## config.mk

```make
export PLATFORM = sky130hd
export DESIGN_NAME = rc5_run_length_decoder
export DESIGN_NICKNAME = d
export VERILOG_FILES = /design/src/hw/rtl/rc5d_pkg.sv /design/src/hw/rtl/rc5d_front.sv /design/src/hw/rtl/rc5d_queue.sv /design/src/hw/rtl/rc5d_back.sv /design/src/hw/rtl/rc5_run_length_decoder.sv
export SDC_FILE = /design/constraint.sdc
export NUM_CORES = 1
export LEC_CHECK = 0
export BUFFER_PORTS_ARGS = -buffer_cell sky130_fd_sc_hd__buf_4
export CAP_MARGIN = 5
export CORE_MARGIN = 5
export CORE_UTILIZATION = 59
export CTS_CLUSTER_SIZE = 10
export DETAILED_ROUTE_END_ITERATION = 7
export PLACE_DENSITY = 0.8
export SLEW_MARGIN = 15
export SYNTH_ARGS = -nofsm -noshare
export SYNTH_HDL_FRONTEND = slang
export SYNTH_SLANG_ARGS = --single-unit
export TNS_END_PERCENT = 5
```

## constraint.sdc

```tcl
create_clock -name clk -period 12.8 [get_ports clk]
set_clock_uncertainty 0.05 [all_clocks]
set_input_delay 0.64 -clock clk [delete_from_list [all_inputs] [get_ports clk]]
set_output_delay 0.64 -clock clk [all_outputs]
set_load 0.05 [all_outputs]
```

## src/hw/rtl/rc5d_pkg.sv

```systemverilog
// Shared types and constants for the RC5 run-length decoder.
package rc5d_pkg;

    localparam int RUN_LEN_W   = 7;
    localparam int HB_CFG_W    = 6;
    localparam int HALF_W      = 29;
    localparam int CNT_W       = 5;
    localparam int RUNS_W      = 3;
    localparam int CODE_BITS   = 14;
    localparam int ADDR_W      = 5;
    localparam int CMD_W       = 6;
    localparam int QUEUE_DEPTH = 2;

    localparam logic [CNT_W-1:0]  FULL_HALF   = 5'd28;
    localparam logic [CNT_W-1:0]  FILL_HALF   = 5'd27;
    localparam logic [RUNS_W-1:0] RUNS_SAT    = 3'd4;
    localparam logic [HALF_W-1:0] STORE_RESET = 29'd1;

    // Configuration register indexes
    localparam logic CFG_HALF_BIT_MIN = 1'b0;
    localparam logic CFG_HALF_BIT_MAX = 1'b1;

    // Run classes
    localparam logic [1:0] KIND_FINISH = 2'd0;
    localparam logic [1:0] KIND_ONE    = 2'd1;
    localparam logic [1:0] KIND_TWO    = 2'd2;
    localparam logic [1:0] KIND_FAIL   = 2'd3;

    typedef struct packed {
        logic                 run_level;
        logic [RUN_LEN_W-1:0] run_length;
        logic                 last_run;
    } run_in_t;

    typedef struct packed {
        logic                 code_valid;
        logic [CODE_BITS-1:0] raw_code;
        logic                 toggle_bit;
        logic [ADDR_W-1:0]    system_address;
        logic [CMD_W-1:0]     command_value;
    } code_out_t;

    typedef struct packed {
        logic       level;
        logic [1:0] kind;
        logic       last;
    } run_item_t;

endpackage

```

## src/hw/rtl/rc5d_front.sv

```systemverilog
// Front end: configuration registers and run classification.
module rc5d_front (
    input  logic                     clk,
    input  logic                     rst_n,
    input  logic                     cfg_valid,
    output logic                     cfg_ready,
    input  logic                     cfg_index,
    input  logic [5:0]               cfg_data,
    input  rc5d_pkg::run_in_t        run_data,
    output rc5d_pkg::run_item_t      item
);
    import rc5d_pkg::*;

    logic [HB_CFG_W-1:0]  hb_min_reg;
    logic [HB_CFG_W-1:0]  hb_max_reg;
    logic [RUN_LEN_W-1:0] min_ext;
    logic [RUN_LEN_W-1:0] max_ext;
    logic [RUN_LEN_W-1:0] dbl;

    assign cfg_ready = 1'b1;

    always_ff @(posedge clk or negedge rst_n)
    begin
        if (!rst_n)
        begin
            hb_min_reg <= 6'd36;
            hb_max_reg <= 6'd52;
        end
        else if (cfg_valid)
        begin
            unique case (cfg_index)
                CFG_HALF_BIT_MIN: hb_min_reg <= cfg_data;
                CFG_HALF_BIT_MAX: hb_max_reg <= cfg_data;
                default: ;
            endcase
        end
    end

    assign min_ext = {1'b0, hb_min_reg};
    assign max_ext = {1'b0, hb_max_reg};
    assign dbl     = {hb_max_reg, 1'b0};

    always_comb
    begin
        item.level = run_data.run_level;
        item.last  = run_data.last_run;
        if (run_data.run_level && (run_data.run_length > dbl))
            item.kind = KIND_FINISH;
        else if ((run_data.run_length >= min_ext) && (run_data.run_length <= max_ext))
            item.kind = KIND_ONE;
        else if ((run_data.run_length > max_ext) && (run_data.run_length <= dbl))
            item.kind = KIND_TWO;
        else
            item.kind = KIND_FAIL;
    end

endmodule

```

## src/hw/rtl/rc5d_queue.sv

```systemverilog
// Short queue of classified runs between front and back.
module rc5d_queue #(
    parameter int DEPTH = rc5d_pkg::QUEUE_DEPTH
) (
    input  logic                 clk,
    input  logic                 rst_n,
    input  logic                 wr_valid,
    input  rc5d_pkg::run_item_t  wr_item,
    output logic                 full,
    input  logic                 rd_pop,
    output logic                 rd_valid,
    output rc5d_pkg::run_item_t  rd_item
);
    import rc5d_pkg::*;

    localparam int PTR_W = (DEPTH > 1) ? $clog2(DEPTH) : 1;
    localparam int CNT_QW = $clog2(DEPTH + 1);

    run_item_t          entry_reg [DEPTH];
    logic [PTR_W-1:0]   wr_ptr_reg;
    logic [PTR_W-1:0]   rd_ptr_reg;
    logic [CNT_QW-1:0]  count_reg;
    logic               push;
    logic               pop;

    assign full     = (count_reg == CNT_QW'(DEPTH));
    assign rd_valid = (count_reg != '0);
    assign rd_item  = entry_reg[rd_ptr_reg];
    assign push     = wr_valid && !full;
    assign pop      = rd_pop && rd_valid;

    always_ff @(posedge clk)
    begin
        if (push)
            entry_reg[wr_ptr_reg] <= wr_item;
    end

    always_ff @(posedge clk or negedge rst_n)
    begin
        if (!rst_n)
        begin
            wr_ptr_reg <= '0;
            rd_ptr_reg <= '0;
            count_reg  <= '0;
        end
        else
        begin
            if (push)
                wr_ptr_reg <= (wr_ptr_reg == PTR_W'(DEPTH - 1)) ? '0 : wr_ptr_reg + 1'b1;
            if (pop)
                rd_ptr_reg <= (rd_ptr_reg == PTR_W'(DEPTH - 1)) ? '0 : rd_ptr_reg + 1'b1;
            if (push && !pop)
                count_reg <= count_reg + 1'b1;
            else if (pop && !push)
                count_reg <= count_reg - 1'b1;
        end
    end

endmodule

```

## src/hw/rtl/rc5d_back.sv

```systemverilog
// Back end: half-bit frame state, code decode and result register.
module rc5d_back (
    input  logic                 clk,
    input  logic                 rst_n,
    input  logic                 q_valid,
    input  rc5d_pkg::run_item_t  q_item,
    output logic                 q_pop,
    output logic                 res_valid,
    input  logic                 res_stall,
    output rc5d_pkg::code_out_t  res_data
);
    import rc5d_pkg::*;

    logic [HALF_W-1:0]    store_reg, store_next;
    logic [CNT_W-1:0]     cnt_reg, cnt_next;
    logic                 fin_reg, fin_next;
    logic                 fail_reg, fail_next;
    logic [RUNS_W-1:0]    runs_reg, runs_next;
    logic                 out_valid_reg;
    code_out_t            out_reg;
    code_out_t            result;

    logic [HALF_W-1:0]    store_a, store_f;
    logic [CNT_W-1:0]     cnt_a, cnt_f;
    logic                 fin_a, fail_a, ok, bad;
    logic [CODE_BITS-1:0] code;
    logic [1:0]           pair;

    // a last run needs room in the result register
    assign q_pop = q_valid && (!q_item.last || !out_valid_reg || !res_stall);

    always_comb
    begin
        store_a = store_reg;
        cnt_a   = cnt_reg;
        fin_a   = fin_reg;
        fail_a  = fail_reg;
        runs_next = (runs_reg < RUNS_SAT) ? runs_reg + 3'd1 : runs_reg;

        if (!fin_reg && !fail_reg)
        begin
            unique case (q_item.kind)
                KIND_FINISH: fin_a = 1'b1;
                KIND_ONE:
                begin
                    store_a = store_a | (HALF_W'(q_item.level) << cnt_reg);
                    cnt_a   = cnt_reg + 5'd1;
                end
                KIND_TWO:
                begin
                    store_a = store_a | (HALF_W'(q_item.level) << cnt_reg)
                                      | (HALF_W'(q_item.level) << (cnt_reg + 5'd1));
                    cnt_a   = cnt_reg + 5'd2;
                end
                KIND_FAIL: fail_a = 1'b1;
                default: fail_a = 1'b1;
            endcase
            if ((q_item.kind == KIND_ONE) || (q_item.kind == KIND_TWO))
            begin
                if (cnt_a >= FULL_HALF)
                    fin_a = 1'b1;
                else if ((cnt_a == FILL_HALF) && !q_item.level)
                begin
                    store_a[FILL_HALF] = 1'b1;
                    cnt_a = FULL_HALF;
                    fin_a = 1'b1;
                end
            end
        end

        // result for a last run
        store_f = store_a;
        cnt_f   = cnt_a;
        ok      = (runs_next >= RUNS_SAT) && !fail_a;
        if (ok && (cnt_f == FILL_HALF))
        begin
            store_f[FILL_HALF] = 1'b1;
            cnt_f = FULL_HALF;
        end
        code = '0;
        bad  = 1'b0;
        for (int k = 0; k < CODE_BITS; k++)
        begin
            pair = store_f[2*k +: 2];
            if (pair == 2'b01)
                code[CODE_BITS-1-k] = 1'b1;
            else if (pair != 2'b10)
                bad = 1'b1;
        end
        result.code_valid = ok && (cnt_f == FULL_HALF) && !bad;
        if (!result.code_valid)
            code = '0;
        result.raw_code       = code;
        result.toggle_bit     = code[11];
        result.system_address = code[10:6];
        result.command_value  = code[5:0];

        if (q_item.last)
        begin
            store_next = STORE_RESET;
            cnt_next   = 5'd1;
            fin_next   = 1'b0;
            fail_next  = 1'b0;
            runs_next  = '0;
        end
        else
        begin
            store_next = store_a;
            cnt_next   = cnt_a;
            fin_next   = fin_a;
            fail_next  = fail_a;
        end
    end

    always_ff @(posedge clk or negedge rst_n)
    begin
        if (!rst_n)
        begin
            store_reg     <= STORE_RESET;
            cnt_reg       <= 5'd1;
            fin_reg       <= 1'b0;
            fail_reg      <= 1'b0;
            runs_reg      <= '0;
            out_valid_reg <= 1'b0;
        end
        else
        begin
            if (q_pop)
            begin
                store_reg <= store_next;
                cnt_reg   <= cnt_next;
                fin_reg   <= fin_next;
                fail_reg  <= fail_next;
                runs_reg  <= runs_next;
            end
            if (q_pop && q_item.last)
                out_valid_reg <= 1'b1;
            else if (!res_stall)
                out_valid_reg <= 1'b0;
        end
    end

    always_ff @(posedge clk)
    begin
        if (q_pop && q_item.last)
            out_reg <= result;
    end

    assign res_valid = out_valid_reg;
    assign res_data  = out_reg;

endmodule

```

## src/hw/rtl/rc5_run_length_decoder.sv

```systemverilog
// Top level of the RC5 run-length decoder.
// Throughput: one run beat per cycle, sustained, while the result side keeps up.
// Result path: a last run passes through the run queue, and its result beat
//   is held in the result register.
// Reset (rst_n, async, active low): frame state cleared, queue empty,
//   half_bit_min = 36, half_bit_max = 52.
module rc5_run_length_decoder #(
    parameter int QUEUE_DEPTH = rc5d_pkg::QUEUE_DEPTH
) (
    input  logic                 clk,
    input  logic                 rst_n,
    // run channel
    input  logic                 run_valid,
    output logic                 run_stall,
    input  rc5d_pkg::run_in_t    run_data,
    // result channel
    output logic                 res_valid,
    input  logic                 res_stall,
    output rc5d_pkg::code_out_t  res_data,
    // configuration write channel
    input  logic                 cfg_valid,
    output logic                 cfg_ready,
    input  logic                 cfg_index,
    input  logic [5:0]           cfg_data
);
    import rc5d_pkg::*;

    run_item_t cls_item;
    run_item_t q_item;
    logic      q_full;
    logic      q_valid;
    logic      q_pop;

    // Front: classify each run against the half-bit window (one, two,
    // end-of-frame gap, or fail) in the same cycle it is accepted.
    rc5d_front u_front (
        .clk       (clk),
        .rst_n     (rst_n),
        .cfg_valid (cfg_valid),
        .cfg_ready (cfg_ready),
        .cfg_index (cfg_index),
        .cfg_data  (cfg_data),
        .run_data  (run_data),
        .item      (cls_item)
    );

    // The front stalls only when the queue is full.
    assign run_stall = q_full;

    rc5d_queue #(
        .DEPTH (QUEUE_DEPTH)
    ) u_queue (
        .clk      (clk),
        .rst_n    (rst_n),
        .wr_valid (run_valid),
        .wr_item  (cls_item),
        .full     (q_full),
        .rd_pop   (q_pop),
        .rd_valid (q_valid),
        .rd_item  (q_item)
    );

    // Back: one classified run per cycle updates the half-bit store, but a last run
    // waits while an unaccepted result is held; it decodes the frame into the
    // result register and clears state. Non-last runs never wait on the result side.
    rc5d_back u_back (
        .clk       (clk),
        .rst_n     (rst_n),
        .q_valid   (q_valid),
        .q_item    (q_item),
        .q_pop     (q_pop),
        .res_valid (res_valid),
        .res_stall (res_stall),
        .res_data  (res_data)
    );

endmodule

```

# Word level (Yosys, flattened, before mapping)
# Memories as Yosys holds them, arrays and structs flattened.
# Cells that the tools add are included.
# word_totals
regBits	83
ram_bits	8
inputBits	21
output_inout_bits	30
wordCells	193
n_memories	1
# op_classes
n_addsub	7
n_lt_le_gt_ge	8
n_eq_ne	36
n_shift	2
mux	80
bitwise_logic	3
reduce_logical	38
# memory_table
name	depth	width	rd	rd_ports_with_merged_regs	wr	line	source
u_queue.entry_reg	2	4	1	0	1	rc5d_queue.sv:19	run_item_t entry_reg [DEPTH];
# ops
operator	count
$mux 1	62
$mux 29	2
$or 29x29->29	2
$pmux 29 s2	1
$shl 1x5->29	2
$mux 5	7
$eq 2x1->1 const B	15
$ne 2x2->1 const B	14
$eq 5x5->1 const B	3
$logic_and 1x1->1	15
$mux 12	1
$logic_not 1->1	11
$pmux 5 s2	1
$mux 2	4
$ge 7x6->1	1
$gt 7x6->1	1
$gt 7x7->1	1
$le 7x6->1	1
$le 7x7->1	1
$eq 2x2->1 const B	3
$mux 3	2
$reduce_and 2->1	3
$reduce_bool 2->1	3
$add 5x1->5 const B	1
other kinds (14)	17

# Depth between registers and ports, before layout
# An unclocked memory read counts as a cell.
# logic_depth
ltp_word	42
ltp_mapped	19
ltp_nobuf	16

# Hierarchy
# From an unflattened synthesis, not the netlist that was laid out.
# hier_totals
cells_unflattened	590
hier_area_um2	5616.6
# modules_own_cells
mod	n_inst	cells_each	area_per_inst_um2	seq_area_each_um2
rc5d_back	1	467	4196.5	1428.9
rc5d_front	1	92	924.6	306.5
rc5d_queue	1	31	495.5	340.3

# Worst setup path before layout
# Ideal clock, no wire load.
# synth_path
kind	register to register
start	register u_queue.rd_ptr_reg
end	register u_back.out_reg, in the netlist u_back.res_data[1] (data pin)
setup_ps	158
arrival_time_ps	3918
required_ps	12592
slack_ps	8674
path_stages_with_launch	18
n_path_buf	5
synth_period_minus_slack_ps	4126
cell_sequence	dfrtp_1 buf_2 mux2i_1 ha_1 or3b_1 clkbuf_2 buf_2 nor3_1 clkbuf_1 nor2_1 ha_1 a311o_1 a31oi_1 o221ai_1 nor4_4 o2111ai_4 buf_6 a211oi_2
# synth_between
elab_chain_len	38
word_cells_on_any_way	94
cone_classes	order compare: 1; eq/ne: 34; shift: 2; mux: 45; bitwise: 2; reduce/logical: 9; memory: 1
# synth_rtl
item	line	source
start, declared	rc5d_queue.sv:21	logic [PTR_W-1:0] rd_ptr_reg;
start signal, assigned	rc5d_queue.sv:51	rd_ptr_reg <= (rd_ptr_reg == PTR_W'(DEPTH - 1)) ? '0 : rd_ptr_reg + 1'b1;
$mem_v2 2x4 (*)	--	
$shl 1x5->29	rc5d_back.sv:46, rc5d_back.sv:51	
$or 29x29->29	rc5d_back.sv:46, rc5d_back.sv:51	
$or 29x29->29	rc5d_back.sv:52	| (HALF_W'(q_item.level) << (cnt_reg + 5'd1));
$pmux 29 s2	rc5d_back.sv:42	unique case (q_item.kind)
$mux 29	rc5d_back.sv:40	if (!fin_reg && !fail_reg)
$ne 2x2->1	rc5d_back.sv:87	else if (pair != 2'b10)
$mux 1	rc5d_back.sv:87	
[22 not listed]	--	
$mux 1	rc5d_back.sv:85	if (pair == 2'b01)
$mux 1	rc5d_back.sv:87	
$mux 1	rc5d_back.sv:85	
$mux 1	rc5d_back.sv:87	
$mux 1	rc5d_back.sv:85	
$logic_not 1->1	rc5d_back.sv:90	result.code_valid = ok && (cnt_f == FULL_HALF) && !bad;
$logic_and 1x1->1	rc5d_back.sv:90	
$mux 12 (*)	rc5d_back.sv:91	if (!result.code_valid)
end signal, assigned	rc5d_back.sv:146	out_reg <= result;
end, declared	rc5d_back.sv:20	code_out_t out_reg;
# Mark *: on every way between the ends. The rest lies on a longest branch, timed or not. The select of a mux whose other input is x is not followed.
# A chain may end at the register's enable or synchronous reset.

# Worst setup path after layout
# layout_path
start	register u_back.cnt_reg[0]
end	register u_back.out_reg, in the netlist u_back.res_data[9] (data pin)
# layout_between
elab_chain_len	37
word_cells_on_any_way	86
cone_classes	add/sub: 2; order compare: 1; eq/ne: 31; shift: 2; mux: 43; bitwise: 2; reduce/logical: 5
# layout_rtl
item	line	source
start, declared	rc5d_back.sv:15	logic [CNT_W-1:0] cnt_reg, cnt_next;
start signal, assigned	rc5d_back.sv:131	cnt_reg <= cnt_next;
$add 5x1->5 or $shl 1x5->29 (tied branches)	--	
$shl 1x5->29 or $or 29x29->29 (tied branches)	rc5d_back.sv:52, rc5d_back.sv:46, rc5d_back.sv:51	
$or 29x29->29	rc5d_back.sv:52	
$pmux 29 s2	rc5d_back.sv:42	
$mux 29	rc5d_back.sv:40	
$ne 2x2->1	rc5d_back.sv:87	
$mux 1	rc5d_back.sv:87	
$mux 1	rc5d_back.sv:85	
[21 not listed]	--	
$mux 1	rc5d_back.sv:85	
$mux 1	rc5d_back.sv:87	
$mux 1	rc5d_back.sv:85	
$mux 1	rc5d_back.sv:87	
$mux 1	rc5d_back.sv:85	
$logic_not 1->1	rc5d_back.sv:90	
$logic_and 1x1->1	rc5d_back.sv:90	
$mux 12 (*)	rc5d_back.sv:91	
# Marked as above.

==> results_dict.tcl <==
set metrics [dict create \
    cts_sinks 78 \
    seqPwrFrac 0.281 \
    insertion_delay_ps 360 \
    power_density_mw_per_mm2 231.5 \
    cts_buffers 9 \
    hold_buffers 0 \
    grt.overflow.total 0 \
    setup_viol 0 \
    synth_flop_cell "dfrtp_1" \
    async_flop_share 0.7051 \
    nFillCells 674 \
    met1Wirelength_mm 5.732 \
    final_common_cell "buf_4" \
    place.detailed.hpwl_mm 10.52 \
    cts_resized 0 \
    critical_path_required_ps 12920 \
    end_kind "flop" \
    final.setup.tns_ps 0 \
    final_util 0.6694 \
    crit_arrival_ps 4860 \
    area_delta_synth_final_pct 10.91 \
    cts_tree "built" \
    rsz0062_at_grt "false" \
    net-switching-power_w 0.0006626 \
    path_class "reg2reg" \
    hold_viol 0 \
    drive_gt1_frac 0.1937 \
    antenna_cells 0 \
    reg2regPathDepth 15 \
    mostFrequentLayoutCells "55 x buf_4, 48 x dfrtp_1, 44 x nand2_1, 37 x o21ai_0, 35 x nor2_1" \
    finalCriticalPeriod_ps 4733 \
    clockBufferDepth 2 \
    wl_met3_mm 1.239 \
    drtAntennaViolNets 0 \
    antenna_found_initial 0 \
    fp.dieW_um 104.5 \
    largest_reg_flops 28 \
    synth_nets 591 \
    syn_area_mm2 0.005264 \
    avgSynthCellArea_um2 9.694 \
    tightest_slew_ps 1002 \
    clockPowerShare 0.174 \
    drt_iter0_markers 568 \
    ios 51 \
    reg2reg_from "u_back.cnt_reg[0]" \
    critical_path_peak_fanout 28 \
    finalWirelength_mm 14.48 \
    startpoint_type "flop" \
    gp_congestion 0.9493 \
    viasPerCell 6.667 \
    grt_max_degree 56 \
    grt_pass1_wl_mm 23.49 \
    maxSlewHeadroom 0.3297 \
    regToRegEndpoint "u_back.res_data[9]" \
    comb_power_share 0.544 \
    io_buffers 49 \
    ir_drop_uv 198.3 \
    grt_pass1_vias 4513 \
    initial_utilization 0.6036 \
    vias 4540 \
    dieArea_mm2 0.01091 \
    cts_setup_buffers 0 \
    status "finished clean" \
    report.final.slew_viol_count 0 \
    path_clk_slew_ps 90 \
    yosysSeqAreaShare 0.3943 \
    drc 0 \
    dp.cells 665 \
    top_layer_used "met4" \
    fmax_mhz 211.3 \
    grt_use_total 0.2675 \
    cts_htree_levels 3 \
    coreArea_mm2 0.008721 \
    ys_types 83 \
    num_rows 34 \
    maxCapViolCount 0 \
    p_int_w 0.0006888 \
    wl_met2_mm 6.879 \
    hp-class "in2async" \
    finish.cell_count_without_fillers 681 \
    netlist_instances 543 \
    nets 616 \
    fin_crit_sh 0.3698 \
    synth_edf_count 23 \
    total_leakage_power_nw 2.442 \
    fp.dieH_um 104.5 \
    root_buffer "clkbuf_8" \
    drt_pass1_iterations 5 \
    wl_per_cell_um 21.27 \
    ys_warn_count 0 \
    r2r_slack_ps 8070 \
    switching_share 0.4903 \
    yosys_register_bits 78 \
]
## final cells by class
type,count,area [um^2],area share
multi-input cells,398,2861,0.4901
flip-flops and latches,78,2076,0.3556
repair buffers,55,412.9,0.07072
clock buffers,11,151.4,0.02593
well taps,108,135.1,0.02315
clock inverters,5,103.9,0.01779
inverters,26,97.59,0.01672
## synthesized netlist by cell type, drive strengths merged, types with 5 or more instances
| master | instances | area [um^2] |
|---|---|---|
| a21oi | 20 | 100.1 |
| a22o | 19 | 166.4 |
| a31oi | 12 | 75.07 |
| a41oi | 8 | 70.07 |
| and2 | 6 | 37.54 |
| buf | 24 | 163.9 |
| clkbuf | 17 | 65.06 |
| dfrtp | 48 | 1201 |
| dfstp | 7 | 183.9 |
| edfxtp | 23 | 690.7 |
| ha | 27 | 337.8 |
| inv | 26 | 97.59 |
| mux2 | 11 | 127.6 |
| mux2i | 8 | 80.08 |
| nand2 | 44 | 165.2 |
| nand2b | 12 | 75.07 |
| nand3 | 12 | 60.06 |
| nand4 | 5 | 31.28 |
| nor2 | 35 | 131.4 |
| nor2b | 10 | 62.56 |
| nor3 | 15 | 80.08 |
| nor3b | 6 | 60.06 |
| nor4 | 6 | 65.06 |
| nor4b | 5 | 56.31 |
| o21a | 6 | 45.04 |
| o21ai | 38 | 190.2 |
| o31ai | 7 | 85.08 |
| or3 | 5 | 31.28 |
| xnor2 | 8 | 70.07 |
| xor2 | 7 | 61.31 |
## per-layer routing
metal  up-vias  track usage
met5         -            0
met2       240       0.4439
met4         0       0.1193
li1       2078            -
met1      2168       0.3395
met3        54      0.04718
## worst max-delay path by stage
stage / from / to / slack (ps) / depth (start not counted)
after floorplan: u_queue.rd_ptr_reg / u_back.res_data[1] / 8670 / 17
after global placement: u_back.cnt_reg[0] / u_back.res_data[9] / 8300 / 15
after detailed placement: u_back.cnt_reg[0] / u_back.res_data[8] / 8140 / 15
after CTS: u_back.cnt_reg[0] / u_back.res_data[9] / 8120 / 15
after global routing: u_queue.rd_ptr_reg / u_back.res_data[8] / 7730 / 10
final: u_back.cnt_reg[0] / u_back.res_data[9] / 8070 / 15
## stage by stage
step,hold WS (ps),setup WS (ps),instance area (um^2),total power (W)
after floorplan,294.4,8674,5264,0.0009091
after global placement,421.8,8299,5583,0.001094
after detailed placement,422.0,8143,5583,0.001107
after CTS,306.5,8122,5838,0.001345
after global routing,340.3,7730,5838,0.001424
final,275.5,8067,5838,0.001351
## critical path, cell delays in order, from the launching register on
cell and delay, ps:
dfstp_2 820, ha_1 310, nand3_1 230, xnor2_1 650
nor2_1 150, nand2_1 110, o31ai_1 70, a21oi_1 170
nor2_1 70, ha_1 280, a311o_1 330, a31oi_1 150
o221ai_1 170, nor4_4 330, o2111ai_4 330, nor4b_1 320
## power by group through the flow
stage          logic, W  clock network [W]  registers [W]
2_1_floorplan  0.000491                  0       0.000418
3_3_place_gp   0.000714                  0       0.000380
3_5_place_dp   0.000724                  0       0.000384
4_1_cts        0.000726           0.000239       0.000379
5_1_grt        0.000785           0.000249       0.000389
6_report       0.000736           0.000236       0.000380
## kinds of logic after synthesis
family          share of synthesized area
mux                               0.03946
buf+inv                           0.06204
compound gates                     0.2244
xor+xnor                          0.02496
flops                              0.3943
fa+ha+maj                         0.06418
simple gates                       0.1899
other cells                     0.0007124
(Power assumes the default switching activity.)
